--- src/sv/lphs_mod.sv ---
// Iterative remainder unit: dividend modulo divisor, one quotient bit a cycle.
// Shared by the home slot computations of the hash set core.
// No package dependencies.
module lphs_mod #(
   parameter int KEY_BITS = 21,
   parameter int SIZE_W   = 9
) (
   input  logic                clock,
   input  logic                reset,
   input  logic                start,
   input  logic [KEY_BITS-1:0] dividend,
   input  logic [SIZE_W-1:0]   divisor,
   output logic                done,
   output logic [SIZE_W-1:0]   remainder
);

   localparam int CNT_W = $clog2(KEY_BITS + 1);

   logic [KEY_BITS-1:0] num_ff;
   logic [SIZE_W-1:0]   div_ff;
   logic [SIZE_W-1:0]   rem_ff;
   logic [CNT_W-1:0]    cnt_ff;
   logic                done_ff;
   logic [SIZE_W-1:0]   trial;
   logic [SIZE_W-1:0]   rem_in;

   // shift in the next dividend bit, subtract the divisor when it fits
   always_comb begin
      trial  = {rem_ff[SIZE_W-2:0], num_ff[KEY_BITS-1]};
      rem_in = (trial >= div_ff) ? trial - div_ff : trial;
   end

   always_ff @(posedge clock) begin
      if (reset) begin
         cnt_ff  <= '0;
         done_ff <= 1'b0;
      end else begin
         done_ff <= 1'b0;
         if (start) begin
            num_ff <= dividend;
            div_ff <= divisor;
            rem_ff <= '0;
            cnt_ff <= CNT_W'(KEY_BITS);
         end else if (cnt_ff != '0) begin
            rem_ff <= rem_in;
            num_ff <= {num_ff[KEY_BITS-2:0], 1'b0};
            cnt_ff <= cnt_ff - 1'b1;
            if (cnt_ff == CNT_W'(1)) begin
               done_ff <= 1'b1;
            end
         end
      end
   end

   assign done      = done_ff;
   assign remainder = rem_ff;

endmodule

--- config.mk ---
export PLATFORM = sky130hd
export DESIGN_NAME = lphs_mod
export DESIGN_NICKNAME = d
export VERILOG_FILES = /design/src/sv/lphs_mod.sv
export SDC_FILE = /design/constraint.sdc
export NUM_CORES = 1
export LEC_CHECK = 0
export CAP_MARGIN = 20
export CORE_MARGIN = 5
export CORE_UTILIZATION = 40
export DETAILED_ROUTE_END_ITERATION = 12
export DONT_BUFFER_PORTS = 1
export HOLD_SLACK_MARGIN = 0.03
export PLACE_DENSITY = 0.54
export SLEW_MARGIN = 25
export SYNTH_ARGS = -nofsm -noshare
export SYNTH_HDL_FRONTEND = slang
export SYNTH_SLANG_ARGS = --single-unit
--- constraint.sdc ---
create_clock -name clock -period 7.2 [get_ports clock]
set_input_delay 1.44 -clock clock [delete_from_list [all_inputs] [get_ports clock]]
set_output_delay 1.44 -clock clock [all_outputs]
set_load 0.02 [all_outputs]
==> flow_metrics.tcl <==
set metrics [dict create \
    status "completed" \
    drive_gt1_frac 0.174 \
    p_leak_nw 0.961 \
    drt_iter0_drc 83 \
    grt_pass1_vias 1435 \
    grt_pass1_wl_um 6870 \
    grt_max_degree 36 \
    initial_core_util 0.417 \
    syn_area_um2 2320 \
    synth_flop_cell "edfxtp_1" \
    gp_congestion 0.840 \
    io_pins 43 \
    ys_seq_area_frac 0.556 \
    hold_class "reg2reg" \
    rows 27 \
    cp.required_ns 7.25 \
    dpl.hpwl_um 3220 \
    power_density_nw_per_um2 252 \
    synth_fp_nets 231 \
    cts_setup_buffers 0 \
    startpoint_type "flip-flop" \
    min_period_ns 2.62 \
    cp_max_fo 5 \
    cts_max_level 2 \
    syn_inst 186 \
    area_growth_pct 8.62 \
    grt.total_usage 0.122 \
    via_count 1466 \
    wirelength_um 4430 \
    cts-resized-gates 0 \
    core_area_um2 5570 \
    clkLatencyLatePin_ns 0.29 \
    cts.clk_slew.worst_paths_ns 0.08 \
    rsz0062_at_grt "false" \
    num-fill-cells 511 \
    diodes 0 \
    vdd_ir_drop_max_uv 117 \
    async_flop_share 0 \
    relSlewSlack 0.484 \
    fin_crit_sh 0.364 \
    holdCritStartpoint "cnt_ff[4]" \
    worstPathArrival_ns 2.67 \
    hold_end "cnt_ff[4]" \
    portBuffers 0 \
    drc 0 \
    clock_skew_ns 0.00280 \
    vias_per_cell 5.60 \
    numCtsBuffers 5 \
    worst_pin_slew_ns 0.771 \
    antenna_left 0 \
    finalSetupViolCount 0 \
    grt.overflow.total 0 \
    r2r_cells 6 \
    reg2reg_from "remainder[0]" \
    slew_viol_final 0 \
    root_buffer "clkbuf_8" \
    clockBufferDepth 2 \
    fp.dieW_um 86.2 \
    finalSetupTns_ns 0 \
    crit_type "reg2reg" \
    fmax_mhz 381 \
    nets 234 \
    clock-sinks 45 \
    cts_hold_buf 0 \
    yosysWarnings 0 \
    hold_violations 0 \
    syn_area_per_cell_um2 12.5 \
    cts_tree "built" \
    holdWs_ns 0.490 \
    drt_pass1_iterations 4 \
    worstReg2RegEnd "remainder[3]" \
    end_kind "flip-flop" \
    ys_ff_latch 45 \
    dieHeight_um 86.2 \
    holdPathStages 2 \
    antenna_found_initial 0 \
    wl_per_cell_um 16.9 \
    synth_edf_count 39 \
    synth_cell_type_count 44 \
    drv_cap 0 \
    die_area_um2 7430 \
    worst-r2r-setup-slack_ns 4.58 \
]
-- per-layer routing --
metal,track usage,vias to the layer above,part of all wire
met4,0.0652,0,0.028
met3,0.0437,11,0.049
met5,0,-,0
li1,-,710,-
met2,0.200,34,0.50
met1,0.139,711,0.43
-- kinds of logic (layout without fill, tap and decap cells) --
group	after synthesis	count (layout)	share of synthesized area
buffers and inverters	20	24	0.0323
muxes	26	26	0.124
adders and majority gates	12	12	0.0679
AOI/OAI and AO/OA	39	39	0.118
DFF	45	45	0.556
and+or+nand+nor	40	40	0.0867
xor gates and xnor gates	4	4	0.0151
-- worst max-delay path: stages (launching register included) --
cell	delay, ns
edfxtp_1	0.54
ha_1	0.37
nor2b_1	0.16
o31ai_1	0.35
a21oi_1	0.23
o22ai_2	0.37
mux2_1	0.36
-- final cells by class --
cell class | count | area, um^2 | area share
inverters | 15 | 56.3 | 0.0223
well taps | 72 | 90.1 | 0.0357
clock buffers | 5 | 68.8 | 0.0273
flip-flops and latches | 45 | 1290 | 0.512
clock inverters | 3 | 17.5 | 0.00694
repair buffers | 1 | 27.5 | 0.0109
multi-input cells | 121 | 972 | 0.385
-- sequential cells by signal, indices dropped and copies added, names as in the netlist --
name       flops
cnt_ff         5
div_ff         9
done           1
num_ff        21
remainder      9
-- synth_stat cells, types with 3 or more instances --
master,n,area share
o21a_1,5,0.016
edfxtp_1,39,0.50
dfxtp_1,6,0.052
nand2_1,7,0.011
inv_1,15,0.024
o31a_1,3,0.011
mux2_2,20,0.097
a211oi_1,3,0.0097
nor3_1,4,0.0086
mux2i_1,4,0.017
a21oi_1,8,0.017
ha_1,11,0.059
o21ai_0,4,0.0086
clkbuf_1,5,0.0081
nor2_1,15,0.024
-- power by group --
group	internal (mW)	total, mW	switching (mW)
sequential	0.316	0.340	0.0243
clock	0.0672	0.152	0.0848
combinational	0.0663	0.144	0.0776
-- how the worst max path moves through the flow --
stage	from	end	slack (ns)	cells after the start
finish	remainder[0]	remainder[3]	4.58	6
global route	remainder[0]	remainder[3]	4.47	6
CTS	remainder[0]	remainder[3]	4.62	6
detailed placement	start	remainder[7]	4.30	2
global placement	start	num_ff[4]	4.36	2
floorplan	start	num_ff[0]	3.14	4
-- cell usage in the layout (no fill, tap or decap), drive strengths merged, types with 3 or more instances in the layout --
cell | netlist | layout
nand2 | 7 | 7
a211o | 3 | 3
clkinv | 0 | 3
nor2 | 15 | 15
a21oi | 8 | 8
clkbuf | 5 | 5
a211oi | 3 | 3
mux2 | 22 | 22
dfxtp | 6 | 6
nor2b | 3 | 3
o21a | 6 | 6
nor3 | 4 | 4
inv | 15 | 15
edfxtp | 39 | 39
o22ai | 3 | 3
o21ai | 5 | 5
ha | 11 | 11
mux2i | 4 | 4
o31a | 3 | 3
-- metrics by stage --
step / area [um^2] / worst slack [ns] / power (mW) / utilization / instances
floorplan: 2320 / 3.14 / 0.457 / - / 186
global placement: 2410 / 4.36 / 0.481 / 0.432 / 253
detailed placement: 2410 / 4.30 / 0.486 / 0.432 / 253
CTS: 2500 / 4.62 / 0.642 / 0.448 / 261
global route: 2520 / 4.47 / 0.673 / 0.453 / 262
finish: 2520 / 4.58 / 0.636 / 0.453 / 262
No activity file was read; power rests on OpenSTA's default activity.
